File: src/rtl/core/cc20_pkg.sv
// Shared types, constants and quarter-round function for the ChaCha20 cipher.
// No dependencies; the front end, queue, core, back end and top level refer to it.
`timescale 1ns / 1ps
`default_nettype none

package cc20_pkg;

    typedef logic [31:0]       word_t;
    typedef logic [15:0][31:0] block_t;

    // "expand 32-byte k"
    localparam word_t SIGMA0 = 32'h61707865;
    localparam word_t SIGMA1 = 32'h3320646e;
    localparam word_t SIGMA2 = 32'h79622d32;
    localparam word_t SIGMA3 = 32'h6b206574;

    // Configuration register indexes
    localparam logic [2:0] REG_KEY0  = 3'd0;
    localparam logic [2:0] REG_KEY1  = 3'd1;
    localparam logic [2:0] REG_KEY2  = 3'd2;
    localparam logic [2:0] REG_KEY3  = 3'd3;
    localparam logic [2:0] REG_NONCE_LO = 3'd4;
    localparam logic [2:0] REG_NONCE_HI = 3'd5;
    localparam logic [2:0] REG_CTR   = 3'd6;

    // Item queue between front and back
    localparam int QUEUE_DEPTH = 4;
    localparam int QPTR_W      = 2;

    typedef struct packed {
        logic [255:0] key;
        logic [95:0]  nonce;
        word_t        init_ctr;
    } cfg_t;

    // One classified byte on its way to the back end
    typedef struct packed {
        logic [7:0] data;
        logic       last;
        logic       first;   // first byte of a message: use the cached counter-start block
        logic [5:0] pos;     // byte position within the keystream block
    } item_t;

    typedef struct packed {
        logic  start;
        logic  abort;
        word_t ctr;
    } job_t;

    typedef struct packed {
        logic busy;
        logic done;
    } core_stat_t;

    typedef enum logic {
        JOB_FIRST,
        JOB_NEXT
    } job_kind_t;

    typedef struct packed {
        word_t a;
        word_t b;
        word_t c;
        word_t d;
    } quad_t;

    function automatic word_t rotl(input word_t x, input int n);
        rotl = (x << n) | (x >> (32 - n));
    endfunction

    // Half of a quarter round: the 16/12 rotations or the 8/7 rotations.
    function automatic quad_t qr_half(input word_t a, input word_t b, input word_t c,
                                      input word_t d, input logic second);
        quad_t q;
        q.a = a + b;
        if (!second) begin
            q.d = rotl(d ^ q.a, 16);
            q.c = c + q.d;
            q.b = rotl(b ^ q.c, 12);
        end
        else begin
            q.d = rotl(d ^ q.a, 8);
            q.c = c + q.d;
            q.b = rotl(b ^ q.c, 7);
        end
        return q;
    endfunction

endpackage

`default_nettype wire

File: src/rtl/core/cc20_fifo.sv
// Short item queue between the front end and the back end.
// Depends on cc20_pkg for the item type and depth.
`timescale 1ns / 1ps
`default_nettype none

module cc20_fifo (
    input  wire logic           clk,
    input  wire logic           rst_n,
    input  wire logic           push,
    input  wire cc20_pkg::item_t push_item,
    output logic                full,
    input  wire logic           pop,
    output logic                empty,
    output cc20_pkg::item_t     head
);

    cc20_pkg::item_t                  mem_reg [cc20_pkg::QUEUE_DEPTH];
    logic [cc20_pkg::QPTR_W-1:0]      wr_ptr_reg, wr_ptr_next;
    logic [cc20_pkg::QPTR_W-1:0]      rd_ptr_reg, rd_ptr_next;
    logic [cc20_pkg::QPTR_W:0]        count_reg, count_next;

    assign full  = (count_reg == (cc20_pkg::QPTR_W+1)'(cc20_pkg::QUEUE_DEPTH));
    assign empty = (count_reg == '0);
    assign head  = mem_reg[rd_ptr_reg];

    always_comb
    begin
        wr_ptr_next = push ? wr_ptr_reg + 1'b1 : wr_ptr_reg;
        rd_ptr_next = pop  ? rd_ptr_reg + 1'b1 : rd_ptr_reg;
        count_next  = count_reg;
        if (push && !pop)
        begin
            count_next = count_reg + 1'b1;
        end
        else if (pop && !push)
        begin
            count_next = count_reg - 1'b1;
        end
    end

    always_ff @(posedge clk or negedge rst_n)
    begin
        if (!rst_n)
        begin
            wr_ptr_reg <= '0;
            rd_ptr_reg <= '0;
            count_reg  <= '0;
        end
        else
        begin
            wr_ptr_reg <= wr_ptr_next;
            rd_ptr_reg <= rd_ptr_next;
            count_reg  <= count_next;
        end
    end

    always_ff @(posedge clk)
    begin
        if (push)
        begin
            mem_reg[wr_ptr_reg] <= push_item;
        end
    end

endmodule

`default_nettype wire

File: config.mk
export PLATFORM = sky130hd
export DESIGN_NAME = cc20_fifo
export DESIGN_NICKNAME = d
export VERILOG_FILES = /design/src/rtl/core/cc20_pkg.sv /design/src/rtl/core/cc20_fifo.sv
export SDC_FILE = /design/constraint.sdc
export NUM_CORES = 1
export LEC_CHECK = 0
export BUFFER_PORTS_ARGS = -buffer_cell sky130_fd_sc_hd__buf_2
export CAP_MARGIN = 40
export CELL_PAD_IN_SITES_DETAIL_PLACEMENT = 0
export CELL_PAD_IN_SITES_GLOBAL_PLACEMENT = 2
export CORE_UTILIZATION = 49
export CTS_BUF_LIST = sky130_fd_sc_hd__clkbuf_2
export DETAILED_ROUTE_END_ITERATION = 16
export PLACE_DENSITY = 0.85
export SYNTH_ARGS = -nofsm -noshare
export SYNTH_HDL_FRONTEND = slang
export SYNTH_SLANG_ARGS = --single-unit
File: constraint.sdc
create_clock -name clk -period 4.17 [get_ports clk]
set_input_delay 0.2085 -clock clk [delete_from_list [all_inputs] [get_ports clk]]
set_output_delay 0.2085 -clock clk [all_outputs]
set_load 0.05 [all_outputs]
==> results by group, run 1 <==
Route
  • # DRC: 0
  • Post-detailed-route count of antenna-violating nets: 0
  • Vias: 1,319
  • Wire per inst: 16.9 µm
  • DR iter-0 viols: 65
  • Via density: 5.13
  • Post-Route WL: 4340 µm
  • Drt first pass iters: 4

Synthesis
  • Synth Area in Compound Gates: 0.182%
  • Largest family of logic cells by synthesized area: multiplexers
  • Sequential fraction of the synthesis area: 76.4%
  • Xor/xnor share of the synthesized area: 1.92%
  • Adder-cell area share of the yosys netlist: 3.01%
  • Distinct cell type count after synthesis: 19
  • Simple-gate share of the synthesized area: 1.78%
  • Post-synthesis mux area share: 14.6%
  • Syn nets: 144
  • Largest cells by area after synthesis: edfxtp_1 70%, mux4_1 7.7%, mux4_2 6.6%, dfrtp_1 6.4%, ha_1 2.3%
  • Area leader, netlist: edfxtp_1
  • Synth warnings: 0
  • Synthesized area: 0.00274 mm²
  • Async set or reset register ratio after synthesis: 9.86%
  • Syn Area/Cell: 23.3 µm²
  • Top post-synthesis cells by count: 64 x edfxtp_1, 8 x mux4_1, 8 x mux4_2
  • Cell with the most instances after synthesis: edfxtp_1
  • Share of the synthesized area in the top cell type: 70.0%
  • Post-synthesis cell count: 118
  • Synth Flop Type: edfxtp_1
  • Post-synth EDFFs: 64
  • FF+latch count, synth: 71

Global routing
  • Vias in the first global route: 1,382
  • First-pass GRT wire length: 6720 µm
  • Total gr overflow: 0
  • Initial antenna violation count: 0
  • Largest net degree at the start of global routing: 18
  • Total track usage: 16.2%

Run
  • Count of max-cap constraint violations: 0

STA
  • Max frequency: 458 MHz
  • Final worst path period need: 2.18 ns
  • Slew @ Worst Pin: 0.856 ns
  • Unrepaired setup endpoints after global routing: false
  • Final Skew: 0.0185 ns
  • Total negative slack: 0 ns
  • Max-slew violations: 0
  • Final hold vios: 0
  • Final hold slack: 0.0764 ns
  • Finish-stage setup viols: 0
  • Fin crit share: 52.4%
  • Slew margin rel.: 43.0%

Power
  • Int Pwr: 1.41 mW
  • Comb power frac: 40.1%
  • Max IR drop VDD: 342 µV
  • Clock share of power: 15.4%
  • Seq pwr share: 44.5%
  • Sw frac: 39.5%
  • Lkg Pwr: 1.23 nW
  • NetSw: 0.920 mW
  • Cell Pwr Density: 707 mW/mm²

Critical path
  • Worst path max stage delay: 0.87 ns
  • Startpoint Class: flop
  • CP max stage cell: dfrtp_1
  • Crit-path cells: mux4_2, buf_2
  • Worst-path fanout max: 17
  • CP Capture Type: output pin
  • CP required: 3.96 ns
  • Critical Path AT: 1.98 ns
  • Crit path kind: flop to output pin

Die
  • Die X: 76.8 µm
  • Cell row count: 26
  • Core box area: 0.00524 mm²
  • Die area: 0.00590 mm²
  • I/O pins: 38
  • Chip height: 76.8 µm
  • Initial Util: 52.4%

Finish
  • Max FFs per register: 64
  • Cell area after layout: 0.00330 mm²
  • Area delta synth->final: 20.2%
  • Net total in the final layout: 208
  • Layout cells sized above 1: 33.2%
  • Ant. Diodes: 0

Worst hold path
  • Hold crit path type: input port to async pin

Clock network
  • Number of CTS-inserted buffers: 9
  • Root Buffer: clkbuf_2
  • CTS tree: done
  • Htree depth: 3
  • Worst-case clock buffer depth: 2
  • Post-CTS Setup Inserts: 0
  • Sinks on the clock net: 71
  • Clock Latency Late Sink: 0.46 ns
  • Clk slew on worst S/H paths: 0.17 ns

Place
  • PortBufs: 37
  • Hpwl dp: 2660 µm
  • Placed cell area: 0.00300 mm²
  • Final GP Congestion: 0.647

Run status
  • Status: complete, no violations
==> metrics by stage <==
stage / total power [mW] / setup slack, ns / utilization, % / std cells
2_1_floorplan: 1.79 / 2.36 / - / 118
3_3_place_gp: 1.93 / 2.07 / 56.8 / 221
3_5_place_dp: 1.99 / 2.41 / 57.3 / 222
4_1_cts: 2.36 / 1.91 / 62.9 / 257
5_1_grt: 2.44 / 1.85 / 62.9 / 257
6_report: 2.33 / 1.99 / 62.9 / 257
==> cell families after synthesis <==
family	after synthesis
DFF	71
buffers and inverters	8
xor gates and xnor gates	6
and+or+nand+nor	9
adders and majority gates	6
AOI/OAI and AO/OA	1
muxes	17
==> layer usage <==
metal	up-vias	track usage (%)	part of all wire (%)
met5	-	0	0
met4	0	10.4	1.8
met3	9	3.57	3.1
met2	31	27.1	52
met1	670	18.8	43
li1	609	-	-
==> final timing paths <==
check | from | cells after the start | slack, ns | to
setup / recovery | rd_ptr_reg[1] | 2 | 1.99 | head[1]
hold / removal | rst_n | 2 | 0.08 | wr_ptr_reg[0]
setup reg to reg | wr_ptr_reg[0] | 3 | 2.43 | mem_reg[0][8]
hold reg to reg | count_reg[2] | 1 | 0.51 | count_reg[2]
max in group asynchronous | rst_n | 2 | 3.91 | rd_ptr_reg[0]
min in group clk | pop | 3 | 0.49 | rd_ptr_reg[0]
==> layout by cell type (no fill, tap or decap), drive strengths merged, types with 2 or more instances in the layout <==
master	count
and2	4
buf	38
clkbuf	14
dfrtp	7
dlygate4sd3	19
edfxtp	64
ha	5
inv	4
mux4	16
nand2	2
xnor2	2
xor2	4
==> critical path, delay by kind of cell, from the launching register on <==
| family | cells | cell delay [ns] |
|---|---|---|
| muxes | 1 | 0.42 |
| buffers and inverters | 1 | 0.23 |
| DFF | 1 | 0.87 |
==> power by group through the flow <==
stage / Combinational, mW / Sequential, mW / Clock (mW)
after global routing: 0.985 / 1.06 / 0.399
after floorplan: 0.794 / 0.994 / 0
after global placement: 0.852 / 1.08 / 0
after detailed placement: 0.936 / 1.06 / 0
final: 0.934 / 1.04 / 0.360
after CTS: 0.951 / 1.04 / 0.370
==> final cells by class <==
class | instances | area (µm²)
Sequential cell | 71 | 2100
Timing Repair Buffer | 57 | 403
Tap cell | 70 | 87.6
Clock buffer | 14 | 70.1
Clock inverter | 2 | 33.8
Fill cell | 380 | 1940
Inverter | 4 | 15.0
Multi-Input combinational cell | 39 | 591
==> repair_timing <==
item / 4_1_cts / 5_1_grt
hold endpoints to repair: 75 / 0
gates resized for setup: 0 / 0
hold buffers: 19 / 0
(Power assumes the default switching activity.)
==> run 2: changes to the inputs <==
Settings changed: ABC_AREA set to 1, CORE_UTILIZATION 49 to 42, PLACE_DENSITY 0.85 to 0.81.
Clock period 4.17 ns to 2.3 ns, I/O delays scaled along.
==> results by group, run 2 <==
STA
  • Post-route setup slack: 0.175 ns
  • Total negative slack: 0 ns
  • Slew margin rel.: 61.3%
  • Finish-stage setup viols: 0
  • Final worst path period need: 2.12 ns
  • Max-slew violations: 0
  • Unrepaired setup endpoints after global routing: false
  • Slew @ Worst Pin: 0.581 ns
  • Final Skew: 0.0235 ns
  • Fin crit share: 92.4%
  • Final hold vios: 0
  • Max frequency: 471 MHz

Finish
  • Net total in the final layout: 323
  • Area delta synth->final: 16.8%
  • Fillers: 657
  • Max FFs per register: 64
  • Multi-input gate area: 806 µm²
  • Most frequent cells in the layout: 64 x edfxtp_1, 43 x inv_1, 37 x buf_2
  • Commonest non-fill, non-tap cell in the layout: edfxtp_1
  • Ant. Diodes: 0
  • Sequential cell area: 0.00210 mm²
  • Layout cells sized above 1: 37.1%

Worst hold path
  • Hold wc startpoint: push_item[6]
  • Hold endpoint: mem_reg[3][6]
  • Hold-critical path depth: 2
  • Hold crit path type: input port to flop

Synthesis
  • Largest family of logic cells by synthesized area: compound AO/OA/AOI/OAI gates
  • Syn Area/Cell: 13.7 µm²
  • Synthesized area: 0.00321 mm²
  • Largest cells by area after synthesis: edfxtp_1 60%, o211ai_2 9.0%, dfrtp_1 5.5%, nand2_2 5.5%, inv_1 5.0%
  • Sequential fraction of the synthesis area: 65.3%
  • Synth Flop Type: edfxtp_1
  • Post-synthesis cell count: 234
  • Async set or reset register ratio after synthesis: 9.86%
  • Top post-synthesis cells by count: 64 x edfxtp_1, 43 x inv_1, 33 x nand2_1
  • Area leader, netlist: edfxtp_1
  • Cell with the most instances after synthesis: edfxtp_1
  • Share of the synthesized area in the top cell type: 59.9%
  • Synth Area in Compound Gates: 11.2%
  • Syn nets: 260
  • Post-synthesis mux area share: 0%
  • Synth warnings: 0
  • FF+latch count, synth: 71
  • Simple-gate share of the synthesized area: 9.98%
  • Adder-cell area share of the yosys netlist: 2.57%
  • Xor/xnor share of the synthesized area: 1.33%
  • Distinct cell type count after synthesis: 21
  • Post-synth EDFFs: 64

Die
  • Die X: 89.4 µm
  • Initial Util: 43.8%
  • Cell row count: 31
  • Die area: 0.00800 mm²
  • I/O pins: 38
  • Chip height: 89.4 µm
  • Core box area: 0.00733 mm²

Global routing
  • Total gr overflow: 0
  • Vias in the first global route: 1,623
  • Largest net degree at the start of global routing: 42
  • First-pass GRT wire length: 8160 µm
  • Initial antenna violation count: 0
  • M2 GR Usage: 21.5%
  • Met1 usage: 19.8%
  • Gr busiest metal: met2
  • Met3 usage in global routing: 4.43%
  • Total track usage: 14.6%

Critical path
  • CP Capture Type: output pin
  • Crit-path cells: clkinv_4, o211ai_2, nand2_2, buf_2
  • Worst path max stage delay: 0.75 ns
  • R2r startpoint: wr_ptr_reg[0]
  • CP required: 2.18 ns
  • Flop-to-flop setup slack: 0.79 ns
  • Critical Path AT: 2.01 ns
  • Startpoint Class: flop
  • Cells on worst reg2reg path: 5
  • Crit path kind: flop to output pin
  • Reg-to-Reg End: mem_reg[0][0]
  • CP max stage cell: dfrtp_1
  • Worst-path fanout max: 17

Clock network
  • Number of CTS-inserted buffers: 9
  • Post-CTS Setup Inserts: 0
  • CTS tree: done
  • Clock Latency Late Sink: 0.48 ns
  • Worst-case clock buffer depth: 2
  • Root Buffer: clkbuf_2
  • Sinks on the clock net: 71
  • Clk slew on worst S/H paths: 0.20 ns
  • Htree depth: 3

Route
  • Post-Route WL: 5140 µm
  • Post-detailed-route count of antenna-violating nets: 0
  • # DRC: 0
  • DR iter-0 viols: 71
  • Drt first pass iters: 4
  • Via density: 4.38
  • Vias: 1,757
  • Wire per inst: 12.8 µm

Place
  • Hpwl dp: 3160 µm
  • Post-place setup slack: 0.632 ns
  • Final GP Congestion: 0.693
  • PortBufs: 37

Power
  • Cell Pwr Density: 1320 mW/mm²
  • Lkg Pwr: 1.58 nW
  • Max IR drop VDD: 620 µV

Run status
  • Status: complete, no violations

Run
  • Count of max-cap constraint violations: 0
==> run 2: worst max-delay path by stage <==
stage                  startpoint  slack [ns]  cells after the start       end
floorplan            count_reg[0]        0.66                      1     empty
global placement    rd_ptr_reg[0]        0.65                      4   head[9]
detailed placement  rd_ptr_reg[0]        0.63                      4   head[5]
CTS                 rd_ptr_reg[0]        0.04                      4   head[5]
global route        rd_ptr_reg[1]      0.0006                      4   head[7]
finish              rd_ptr_reg[1]        0.18                      4  head[13]
==> run 2: layer usage <==
metal  wire length (µm)  part of all wire, %
met5                  0                    0
met2               2480                   48
met4                 53                  1.0
met1               2380                   46
met3                233                  4.5
==> run 2: power by group <==
group	total, mW	internal [mW]	switching [mW]	leakage, nW
logic	2.33	0.672	1.66	0.843
registers	1.94	1.71	0.237	0.670
clock network	0.662	0.253	0.408	0.0694
==> run 2: cell type report <==
class                   instances  area share, %
clock buffers                  11           1.47
clock inverters                 5           1.37
inverters                      44           4.54
multi-input cells             108           21.5
flip-flops and latches         71           56.0
well taps                      99           3.30
repair buffers                 63           11.8
==> run 2: what timing repair did <==
action / in CTS / in global routing
endpoints found under the setup margin: 0 / 11
hold endpoints to repair: 75 / 0
resized for setup: 0 / 1
hold buffers: 20 / 0
==> run 2: logic make-up after synthesis <==
logic type      after synthesis
buf+inv                      55
fa+ha+maj                     6
flops                        71
compound gates               33
xor+xnor                      4
simple gates                 65
==> run 2: worst max-delay path: cells and delay by family (launching register included) <==
kind	cells	cell delay [ns]
DFF	1	0.75
AOI/OAI and AO/OA	1	0.17
buffers and inverters	2	0.56
and+or+nand+nor	1	0.06
==> run 2: per-stage QoR <==
| step | cells | hold slack [ns] | util (%) | instance area (µm²) | power, mW |
|---|---|---|---|---|---|
| floorplan | 234 | -0.181 | - | 3210 | 3.98 |
| global placement | 365 | -0.0356 | 46.9 | 3440 | 4.31 |
| detailed placement | 365 | -0.0371 | 46.9 | 3440 | 4.32 |
| CTS | 401 | 0.294 | 51.1 | 3750 | 5.02 |
| global route | 401 | 0.303 | 51.2 | 3750 | 5.26 |
| finish | 401 | 0.363 | 51.2 | 3750 | 4.93 |
