`src/rtl/core/cc20_pkg.sv`:
```
// Shared types, constants and quarter-round function for the ChaCha20 cipher.
// No dependencies; the front end, queue, core, back end and top level refer to it.
`timescale 1ns / 1ps
`default_nettype none

package cc20_pkg;

    typedef logic [31:0]       word_t;
    typedef logic [15:0][31:0] block_t;

    // "expand 32-byte k"
    localparam word_t SIGMA0 = 32'h61707865;
    localparam word_t SIGMA1 = 32'h3320646e;
    localparam word_t SIGMA2 = 32'h79622d32;
    localparam word_t SIGMA3 = 32'h6b206574;

    // Configuration register indexes
    localparam logic [2:0] REG_KEY0  = 3'd0;
    localparam logic [2:0] REG_KEY1  = 3'd1;
    localparam logic [2:0] REG_KEY2  = 3'd2;
    localparam logic [2:0] REG_KEY3  = 3'd3;
    localparam logic [2:0] REG_NONCE_LO = 3'd4;
    localparam logic [2:0] REG_NONCE_HI = 3'd5;
    localparam logic [2:0] REG_CTR   = 3'd6;

    // Item queue between front and back
    localparam int QUEUE_DEPTH = 4;
    localparam int QPTR_W      = 2;

    typedef struct packed {
        logic [255:0] key;
        logic [95:0]  nonce;
        word_t        init_ctr;
    } cfg_t;

    // One classified byte on its way to the back end
    typedef struct packed {
        logic [7:0] data;
        logic       last;
        logic       first;   // first byte of a message: use the cached counter-start block
        logic [5:0] pos;     // byte position within the keystream block
    } item_t;

    typedef struct packed {
        logic  start;
        logic  abort;
        word_t ctr;
    } job_t;

    typedef struct packed {
        logic busy;
        logic done;
    } core_stat_t;

    typedef enum logic {
        JOB_FIRST,
        JOB_NEXT
    } job_kind_t;

    typedef struct packed {
        word_t a;
        word_t b;
        word_t c;
        word_t d;
    } quad_t;

    function automatic word_t rotl(input word_t x, input int n);
        rotl = (x << n) | (x >> (32 - n));
    endfunction

    // Half of a quarter round: the 16/12 rotations or the 8/7 rotations.
    function automatic quad_t qr_half(input word_t a, input word_t b, input word_t c,
                                      input word_t d, input logic second);
        quad_t q;
        q.a = a + b;
        if (!second) begin
            q.d = rotl(d ^ q.a, 16);
            q.c = c + q.d;
            q.b = rotl(b ^ q.c, 12);
        end
        else begin
            q.d = rotl(d ^ q.a, 8);
            q.c = c + q.d;
            q.b = rotl(b ^ q.c, 7);
        end
        return q;
    endfunction

endpackage

`default_nettype wire

```
`src/rtl/core/cc20_front.sv`:
```
// Front end: accepts input beats, tracks message start and byte position,
// and pushes classified items into the queue. Depends on cc20_pkg.
`timescale 1ns / 1ps
`default_nettype none

module cc20_front (
    input  wire logic            clk,
    input  wire logic            rst_n,
    input  wire logic            s_axis_tvalid,
    output logic                 s_axis_tready,
    input  wire logic [7:0]      s_axis_tdata,
    input  wire logic            s_axis_tlast,
    input  wire logic            queue_full,
    output logic                 push,
    output cc20_pkg::item_t      push_item
);

    logic [5:0] pos_reg, pos_next;
    logic       started_reg, started_next;

    assign s_axis_tready = !queue_full;
    assign push          = s_axis_tvalid && !queue_full;

    always_comb
    begin
        push_item.data  = s_axis_tdata;
        push_item.last  = s_axis_tlast;
        push_item.first = !started_reg;
        push_item.pos   = pos_reg;

        pos_next     = pos_reg;
        started_next = started_reg;
        if (push)
        begin
            // wrap at 64 bytes; end of message restarts the position
            pos_next     = s_axis_tlast ? 6'd0 : pos_reg + 6'd1;
            started_next = !s_axis_tlast;
        end
    end

    always_ff @(posedge clk or negedge rst_n)
    begin
        if (!rst_n)
        begin
            pos_reg     <= '0;
            started_reg <= 1'b0;
        end
        else
        begin
            pos_reg     <= pos_next;
            started_reg <= started_next;
        end
    end

endmodule

`default_nettype wire

```
`config.mk`:
```
export PLATFORM = sky130hd
export DESIGN_NAME = cc20_front
export DESIGN_NICKNAME = d
export VERILOG_FILES = /design/src/rtl/core/cc20_pkg.sv /design/src/rtl/core/cc20_front.sv
export SDC_FILE = /design/constraint.sdc
export NUM_CORES = 1
export LEC_CHECK = 0
export BUFFER_PORTS_ARGS = -buffer_cell sky130_fd_sc_hd__clkbuf_2
export CAP_MARGIN = 20
export CORE_AREA = 2 2 39 41
export DETAILED_ROUTE_END_ITERATION = 7
export DIE_AREA = 0 0 41 43
export GPL_ROUTABILITY_DRIVEN = 0
export HOLD_SLACK_MARGIN = 0.02
export PLACE_DENSITY = 0.69
export REMOVE_ABC_BUFFERS = 1
export SLEW_MARGIN = 15
export SYNTH_ARGS = -nofsm -noshare
export SYNTH_HDL_FRONTEND = slang
export SYNTH_SLANG_ARGS = --single-unit
```
`constraint.sdc`:
```
create_clock -name clk -period 2 [get_ports clk]
set_input_delay 0.1 -clock clk [delete_from_list [all_inputs] [get_ports clk]]
set_output_delay 0.1 -clock clk [all_outputs]
set_load 0.05 [all_outputs]
```
==> run_summary.xml, run 1 <==
<?xml version="1.0" encoding="UTF-8"?>
<metrics>
  <group name="status">
    <metric name="run_status" unit="">completed</metric>
  </group>
  <group name="cts">
    <metric name="tritoncts_clock_tree" unit="">built</metric>
    <metric name="cts-htree-levels" unit="">1</metric>
    <metric name="clock_sink_count" unit="">7</metric>
    <metric name="cts_setup_buffers" unit="">0</metric>
    <metric name="cts.reportedPaths.clkPinSlew" unit="ps">60</metric>
    <metric name="root_buffer" unit="">sky130_fd_sc_hd__clkbuf_4</metric>
    <metric name="total_clock_buffers_created_by_cts" unit="">3</metric>
    <metric name="clock_latency_of_the_later_clocked_register_in_the_worst_skew_pair" unit="ps">250</metric>
    <metric name="worst_case_clock_buffer_depth" unit="">2</metric>
    <metric name="ctsResizeCount" unit="">0</metric>
  </group>
  <group name="power">
    <metric name="power_density_over_the_cells" unit="nW/um^2">1150</metric>
    <metric name="max-vdd-ir-drop" unit="uV">460</metric>
    <metric name="total_leakage_power" unit="uW">0.000243</metric>
  </group>
  <group name="synthesis">
    <metric name="postSynthAreaPerCell" unit="um^2">9.26</metric>
    <metric name="synth_cell_type_count" unit="">21</metric>
    <metric name="yosys_register_bits" unit="">7</metric>
    <metric name="netlist_instances" unit="">50</metric>
    <metric name="post_synthesis_instance_area" unit="um^2">463</metric>
    <metric name="synth.yosys.warnings" unit="">0</metric>
    <metric name="synth_sequential_area_ratio" unit="%">37.8</metric>
    <metric name="synthDominantAreaCellType" unit="">sky130_fd_sc_hd__dfrtp_1</metric>
    <metric name="ys_top_cells_by_area" unit="">sky130_fd_sc_hd__dfrtp_1, sky130_fd_sc_hd__buf_4, sky130_fd_sc_hd__a221o_1</metric>
    <metric name="synth.top_cell.area_share" unit="%">37.8</metric>
  </group>
  <group name="sta">
    <metric name="finalHoldWorstSlack" unit="ps">200</metric>
    <metric name="maxSlewHeadroom" unit="%">80.6</metric>
    <metric name="tightestPinTransition" unit="ps">292</metric>
    <metric name="timing.final.setup_violations" unit="">0</metric>
    <metric name="slew_viol_final" unit="">0</metric>
    <metric name="finalWorstPathRequiredPeriod" unit="ps">1170</metric>
    <metric name="setup_repair_after_global_routing_missed_its_margin" unit="">no</metric>
    <metric name="max_clock_freq" unit="MHz">854</metric>
    <metric name="fin_crit_sh" unit="%">58.5</metric>
    <metric name="skew" unit="ps">4.58</metric>
    <metric name="report.final.hold_viol_count" unit="">0</metric>
    <metric name="tns" unit="ps">0</metric>
  </group>
  <group name="setup_path">
    <metric name="worstRegToRegCells" unit="">4</metric>
    <metric name="worstReg2RegStart" unit="">pos_reg[0]</metric>
    <metric name="cp_data_required_time" unit="ps">2140</metric>
    <metric name="rr_endpoint" unit="">pos_reg[4]</metric>
    <metric name="critical_path.startpoint" unit="">pos_reg[0]</metric>
    <metric name="crit_path_end_kind" unit="">flop</metric>
    <metric name="arrival_time_reported_for_the_critical_path_endpoint" unit="ps">1310</metric>
    <metric name="worstSetupEndpoint" unit="">pos_reg[4]</metric>
    <metric name="reg2reg_slack" unit="ps">830</metric>
    <metric name="critical_path.startpoint_type" unit="">flop</metric>
    <metric name="timing_worst_setup_path_type" unit="">reg -&gt; reg</metric>
    <metric name="path_max_fanout" unit="">6</metric>
  </group>
  <group name="routing">
    <metric name="antenna_violating_nets_post_route" unit="">0</metric>
    <metric name="vias_per_cell" unit="">5.07</metric>
    <metric name="initialDrtViolationCount" unit="">9</metric>
    <metric name="route.final.wire_length" unit="um">962</metric>
    <metric name="wire_per_inst" unit="um">13.0</metric>
    <metric name="detail_route.drc_violations" unit="">0</metric>
    <metric name="drt-pass1-iter-count" unit="">2</metric>
    <metric name="dr_total_vias" unit="">375</metric>
  </group>
  <group name="global_route">
    <metric name="global_route.usage.total" unit="%">13.4</metric>
    <metric name="global_route.overflow_total" unit="">0</metric>
    <metric name="grt_util_met3" unit="%">10.5</metric>
    <metric name="first_global_vias" unit="">330</metric>
    <metric name="grt_max_degree" unit="">14</metric>
    <metric name="grt_use_met1" unit="%">15.6</metric>
    <metric name="grt_most_used_layer" unit="">met2</metric>
    <metric name="grtUsageMet2" unit="%">17.5</metric>
    <metric name="grt_pass1_wl" unit="um">1530</metric>
    <metric name="antenna_found_initial" unit="">0</metric>
  </group>
  <group name="cells_and_area">
    <metric name="mostFrequentLayoutCells" unit="">sky130_fd_sc_hd__clkbuf_2, sky130_fd_sc_hd__dfrtp_1, sky130_fd_sc_hd__nand2_1</metric>
    <metric name="largest_register_ff_count" unit="">6</metric>
    <metric name="nFillCells" unit="">139</metric>
    <metric name="final_nets" unit="">73</metric>
    <metric name="drive_gt1_share" unit="%">32.8</metric>
    <metric name="finalCoreUtilization" unit="%">36.5</metric>
    <metric name="number_of_inserted_diodes" unit="">0</metric>
    <metric name="area_growth_syn_to_layout" unit="%">9.19</metric>
    <metric name="design_area" unit="um^2">505</metric>
    <metric name="leading_cell_type_in_the_layout_fill_and_taps_excluded" unit="">sky130_fd_sc_hd__clkbuf_2</metric>
  </group>
  <group name="floorplanning">
    <metric name="dieHeight" unit="um">43</metric>
    <metric name="design.die.area" unit="um^2">1760</metric>
    <metric name="die_width" unit="um">41</metric>
    <metric name="std_cell_rows" unit="">14</metric>
    <metric name="initial_utilization" unit="%">33.5</metric>
    <metric name="area_of_the_core_region" unit="um^2">1380</metric>
    <metric name="pin_count" unit="">31</metric>
  </group>
  <group name="run">
    <metric name="max_cap_violations" unit="">0</metric>
  </group>
  <group name="hold_path">
    <metric name="holdPathStages" unit="">0</metric>
    <metric name="hold_path.class" unit="">in -&gt; out</metric>
  </group>
  <group name="placement">
    <metric name="port_buffers" unit="">14</metric>
    <metric name="post-dp-hpwl" unit="um">662</metric>
    <metric name="dpl-instance-area" unit="um^2">469</metric>
  </group>
</metrics>
## metrics by stage
step | std cells | worst slack (ps) | power, uW
floorplan | 39 | 553 | 387
global placement | 69 | 850 | 448
detailed placement | 69 | 834 | 452
CTS | 74 | 827 | 586
global route | 74 | 739 | 627
finish | 74 | 829 | 583
## metal layers
metal	vias up	wire (um)
met5	-	0
met4	0	0
met3	0	101
met2	19	433
met1	176	427
li1	180	-
## cells by family (layout without fill, tap and decap cells)
group | count (synthesis) | in the layout | synth area share (%)
simple gates | 20 | 20 | 25.1
buf+inv | 14 | 22 | 20.5
flops | 7 | 7 | 37.8
compound gates | 6 | 6 | 9.19
mux | 2 | 2 | 4.59
fa+ha+maj | 1 | 1 | 2.70
## worst min path at each step
stage / start / end / slack, ps
2_1_floorplan: rst_n / pos_reg[0] / -200
3_3_place_gp: rst_n / pos_reg[0] / -50
3_5_place_dp: rst_n / pos_reg[0] / -50
4_1_cts: s_axis_tlast / pos_reg[2] / 200
5_1_grt: s_axis_tdata[1] / push_item[9] / 200
6_report: s_axis_tdata[2] / push_item[10] / 200
## worst max-delay path, cell delays in order (launching register included)
cell and delay [ps]:
sky130_fd_sc_hd__dfrtp_1 420, sky130_fd_sc_hd__ha_1 240, sky130_fd_sc_hd__nand3_1 90, sky130_fd_sc_hd__nor4_1 50
sky130_fd_sc_hd__a221o_1 250
## synth_stat cells
master	instances
sky130_fd_sc_hd__o21ai_0	3
sky130_fd_sc_hd__inv_1	3
sky130_fd_sc_hd__dfrtp_1	7
sky130_fd_sc_hd__buf_4	9
sky130_fd_sc_hd__nor2_1	2
sky130_fd_sc_hd__nor2b_1	3
sky130_fd_sc_hd__nor4_1	2
sky130_fd_sc_hd__buf_6	1
sky130_fd_sc_hd__nand2b_1	1
sky130_fd_sc_hd__ha_1	1
sky130_fd_sc_hd__mux2i_1	1
sky130_fd_sc_hd__nand3_1	3
sky130_fd_sc_hd__a22oi_1	1
sky130_fd_sc_hd__nand2b_4	1
sky130_fd_sc_hd__nor4b_1	1
sky130_fd_sc_hd__a221o_1	2
sky130_fd_sc_hd__nand2_1	5
sky130_fd_sc_hd__nor3b_1	1
sky130_fd_sc_hd__buf_2	1
sky130_fd_sc_hd__mux2_2	1
sky130_fd_sc_hd__nand3b_1	1
## final cells by class
cell class | instances | area [um^2] | share of cell area, %
clock buffer | 4 | 26.3 | 5.20
inverter | 3 | 11.3 | 2.23
multi-input combinational | 29 | 193 | 38.1
sequential | 7 | 175 | 34.7
tap | 16 | 20.0 | 3.96
timing repair buffer | 15 | 80.1 | 15.8
## where the power goes
part           switching (uW)  leakage [uW]  internal (uW)
logic                     174      0.000148           65.4
clock network            54.9     0.0000150           76.3
registers                39.7     0.0000805            172
total                     269      0.000243            314
## what timing repair did
action / in CTS / in global routing
endpoints found under the setup margin: 0 / 0
hold buffers: 1 / 0
endpoints found under the hold margin: 7 / 0
No activity file was read; power rests on OpenSTA's default activity.
==> inputs of run 2 (changes only) <==
CORE_AREA = unset   (was 2 2 39 41)
CORE_MARGIN = 2   (was unset)
CORE_UTILIZATION = 35   (was unset)
DIE_AREA = unset   (was 0 0 41 43)
PLACE_DENSITY = 0.72   (was 0.69)
clock period = 1 ns   (was 2 ns; I/O delays follow)
==> run 2 against run 1 <==
Setup slack got worse by 900 ps. Power is 140% higher. The flow now finishes with violations (setup timing). Largest power group unchanged. Sequential share of layout area is 7.0 points lower. First-iteration DRC count shrank 22%. Clock power rose by 98%. Routed wire length increased by 3.2%. Fmax increased by 9.1%. Sequential cell count stayed put. Die area shrank 7.6%. Global-route usage increased by 0.85 points. Final cell count grew 4.1%.
==> run_summary.xml, run 2 (same netlist as run 1, synthesis figures left out) <==
<?xml version="1.0" encoding="UTF-8"?>
<metrics>
  <group name="floorplanning">
    <metric name="initial_utilization" unit="%">36.5</metric>
    <metric name="die_width" unit="um">40.4</metric>
    <metric name="std_cell_rows" unit="">13</metric>
    <metric name="dieHeight" unit="um">40.4</metric>
    <metric name="pin_count" unit="">31</metric>
    <metric name="design.die.area" unit="um^2">1630</metric>
    <metric name="area_of_the_core_region" unit="um^2">1270</metric>
  </group>
  <group name="cts">
    <metric name="cts-htree-levels" unit="">1</metric>
    <metric name="clock_sink_count" unit="">7</metric>
    <metric name="cts.reportedPaths.clkPinSlew" unit="ps">50</metric>
    <metric name="root_buffer" unit="">sky130_fd_sc_hd__clkbuf_4</metric>
    <metric name="tritoncts_clock_tree" unit="">built</metric>
    <metric name="worst_case_clock_buffer_depth" unit="">2</metric>
    <metric name="clock_latency_of_the_later_clocked_register_in_the_worst_skew_pair" unit="ps">250</metric>
    <metric name="total_clock_buffers_created_by_cts" unit="">3</metric>
  </group>
  <group name="sta">
    <metric name="fin_ws" unit="ps">-73.3</metric>
    <metric name="fin_crit_sh" unit="%">107</metric>
    <metric name="report.final.hold_viol_count" unit="">0</metric>
    <metric name="timing.final.setup_violations" unit="">6</metric>
    <metric name="tightestPinTransition" unit="ps">279</metric>
    <metric name="slew_viol_final" unit="">0</metric>
    <metric name="setup_repair_after_global_routing_missed_its_margin" unit="">yes</metric>
    <metric name="skew" unit="ps">0.224</metric>
    <metric name="tns" unit="ps">-230</metric>
    <metric name="maxSlewHeadroom" unit="%">81.5</metric>
    <metric name="max_clock_freq" unit="MHz">932</metric>
    <metric name="finalWorstPathRequiredPeriod" unit="ps">1070</metric>
  </group>
  <group name="global_route">
    <metric name="grt_max_degree" unit="">14</metric>
    <metric name="first_global_vias" unit="">353</metric>
    <metric name="grt_pass1_wl" unit="um">1450</metric>
    <metric name="antenna_found_initial" unit="">0</metric>
    <metric name="global_route.overflow_total" unit="">0</metric>
    <metric name="global_route.usage.total" unit="%">14.3</metric>
  </group>
  <group name="placement">
    <metric name="dp_slack" unit="ps">-90.6</metric>
    <metric name="dpl-instance-area" unit="um^2">498</metric>
    <metric name="port_buffers" unit="">14</metric>
    <metric name="post-dp-hpwl" unit="um">648</metric>
  </group>
  <group name="hold_path">
    <metric name="hold_path.class" unit="">in -&gt; out</metric>
    <metric name="holdPathStages" unit="">0</metric>
    <metric name="min_to" unit="">push_item[10]</metric>
    <metric name="hold_start" unit="">s_axis_tdata[2]</metric>
  </group>
  <group name="routing">
    <metric name="route.final.wire_length" unit="um">993</metric>
    <metric name="dr_total_vias" unit="">389</metric>
    <metric name="initialDrtViolationCount" unit="">7</metric>
    <metric name="vias_per_cell" unit="">5.05</metric>
    <metric name="detail_route.drc_violations" unit="">0</metric>
    <metric name="wire_per_inst" unit="um">12.9</metric>
    <metric name="antenna_violating_nets_post_route" unit="">0</metric>
    <metric name="drt-pass1-iter-count" unit="">3</metric>
  </group>
  <group name="setup_path">
    <metric name="rr_endpoint" unit="">pos_reg[4]</metric>
    <metric name="cp_data_required_time" unit="ps">1140</metric>
    <metric name="crit_path_end_kind" unit="">flop</metric>
    <metric name="timing_worst_setup_path_type" unit="">reg -&gt; reg</metric>
    <metric name="arrival_time_reported_for_the_critical_path_endpoint" unit="ps">1210</metric>
    <metric name="path_max_fanout" unit="">2</metric>
    <metric name="worstRegToRegCells" unit="">4</metric>
    <metric name="worstReg2RegStart" unit="">pos_reg[0]</metric>
    <metric name="reg2reg_slack" unit="ps">-70</metric>
    <metric name="critical_path.startpoint_type" unit="">flop</metric>
  </group>
  <group name="power">
    <metric name="total_leakage_power" unit="uW">0.000291</metric>
    <metric name="max-vdd-ir-drop" unit="uV">1200</metric>
    <metric name="power_density_over_the_cells" unit="nW/um^2">2200</metric>
    <metric name="total_power" unit="uW">1410</metric>
  </group>
  <group name="run">
    <metric name="max_cap_violations" unit="">0</metric>
  </group>
  <group name="cells_and_area">
    <metric name="area_growth_syn_to_layout" unit="%">38.6</metric>
    <metric name="number_of_inserted_diodes" unit="">0</metric>
    <metric name="mostFrequentLayoutCells" unit="">sky130_fd_sc_hd__clkbuf_2, sky130_fd_sc_hd__nand2_1, sky130_fd_sc_hd__dfrtp_1</metric>
    <metric name="final_nets" unit="">77</metric>
    <metric name="design_area" unit="um^2">642</metric>
    <metric name="largest_register_ff_count" unit="">6</metric>
    <metric name="leading_cell_type_in_the_layout_fill_and_taps_excluded" unit="">sky130_fd_sc_hd__clkbuf_2</metric>
    <metric name="drive_gt1_share" unit="%">48.4</metric>
  </group>
  <group name="status">
    <metric name="run_status" unit="">finished with violations</metric>
    <metric name="failed_checks" unit="">setup timing</metric>
  </group>
</metrics>
-- run 2: worst max-delay path, cell delays in order, from the launching register on --
cell and delay [ps]:
sky130_fd_sc_hd__dfrtp_1 390, sky130_fd_sc_hd__ha_2 200, sky130_fd_sc_hd__nand3_2 60, sky130_fd_sc_hd__nor4_1 40, sky130_fd_sc_hd__a221o_1 260
-- run 2: worst max-delay path by stage --
stage                     slack, ps       start         end
after floorplan                -450  pos_reg[0]  pos_reg[4]
after global placement          -70  pos_reg[0]  pos_reg[4]
after detailed placement        -90  pos_reg[0]  pos_reg[4]
after CTS                       -50  pos_reg[0]  pos_reg[4]
after global routing           -110  pos_reg[0]  pos_reg[4]
final                           -70  pos_reg[0]  pos_reg[4]
-- run 2: power by group --
| group | switching (uW) | internal [uW] | total, uW | leakage, uW |
|---|---|---|---|---|
| clock network | 108 | 153 | 260 | 0.0000150 |
| logic | 419 | 306 | 725 | 0.000197 |
| registers | 79.3 | 349 | 428 | 0.0000789 |
| total | 606 | 807 | 1410 | 0.000291 |
-- run 2: stage by stage --
step	hold WS, ps	util [%]	instances
after floorplan	-246	-	39
after global routing	100	50.6	77
after global placement	-105	39.3	72
after CTS	100	47.5	77
final	100	50.6	77
after detailed placement	-103	39.3	72
-- run 2: layout make-up --
class	count	area (um^2)
fillers	107	627
flip-flops and latches	7	178
multi-input cells	29	233
inverters	3	11.3
repair buffers	19	175
well taps	15	18.8
clock buffers	4	26.3
-- run 2: what timing repair did --
| item | 4_1_cts | 5_1_grt |
|---|---|---|
| endpoints found under the hold margin | 7 | 0 |
| hold buffers | 1 | 0 |
| setup buffers | 0 | 0 |
| setup endpoints to repair | 10 | 11 |
| resized for setup | 15 | 14 |
| pin swaps | 0 | 1 |
-- run 2: layer usage --
metal / vias to the layer above / global-route usage [%] / part of all wire (%)
li1: 186 / - / -
met1: 180 / 13.3 / 43
met2: 23 / 21.8 / 45
met3: 0 / 15.0 / 12
met4: 0 / 2.50 / 0
met5: - / 0 / 0
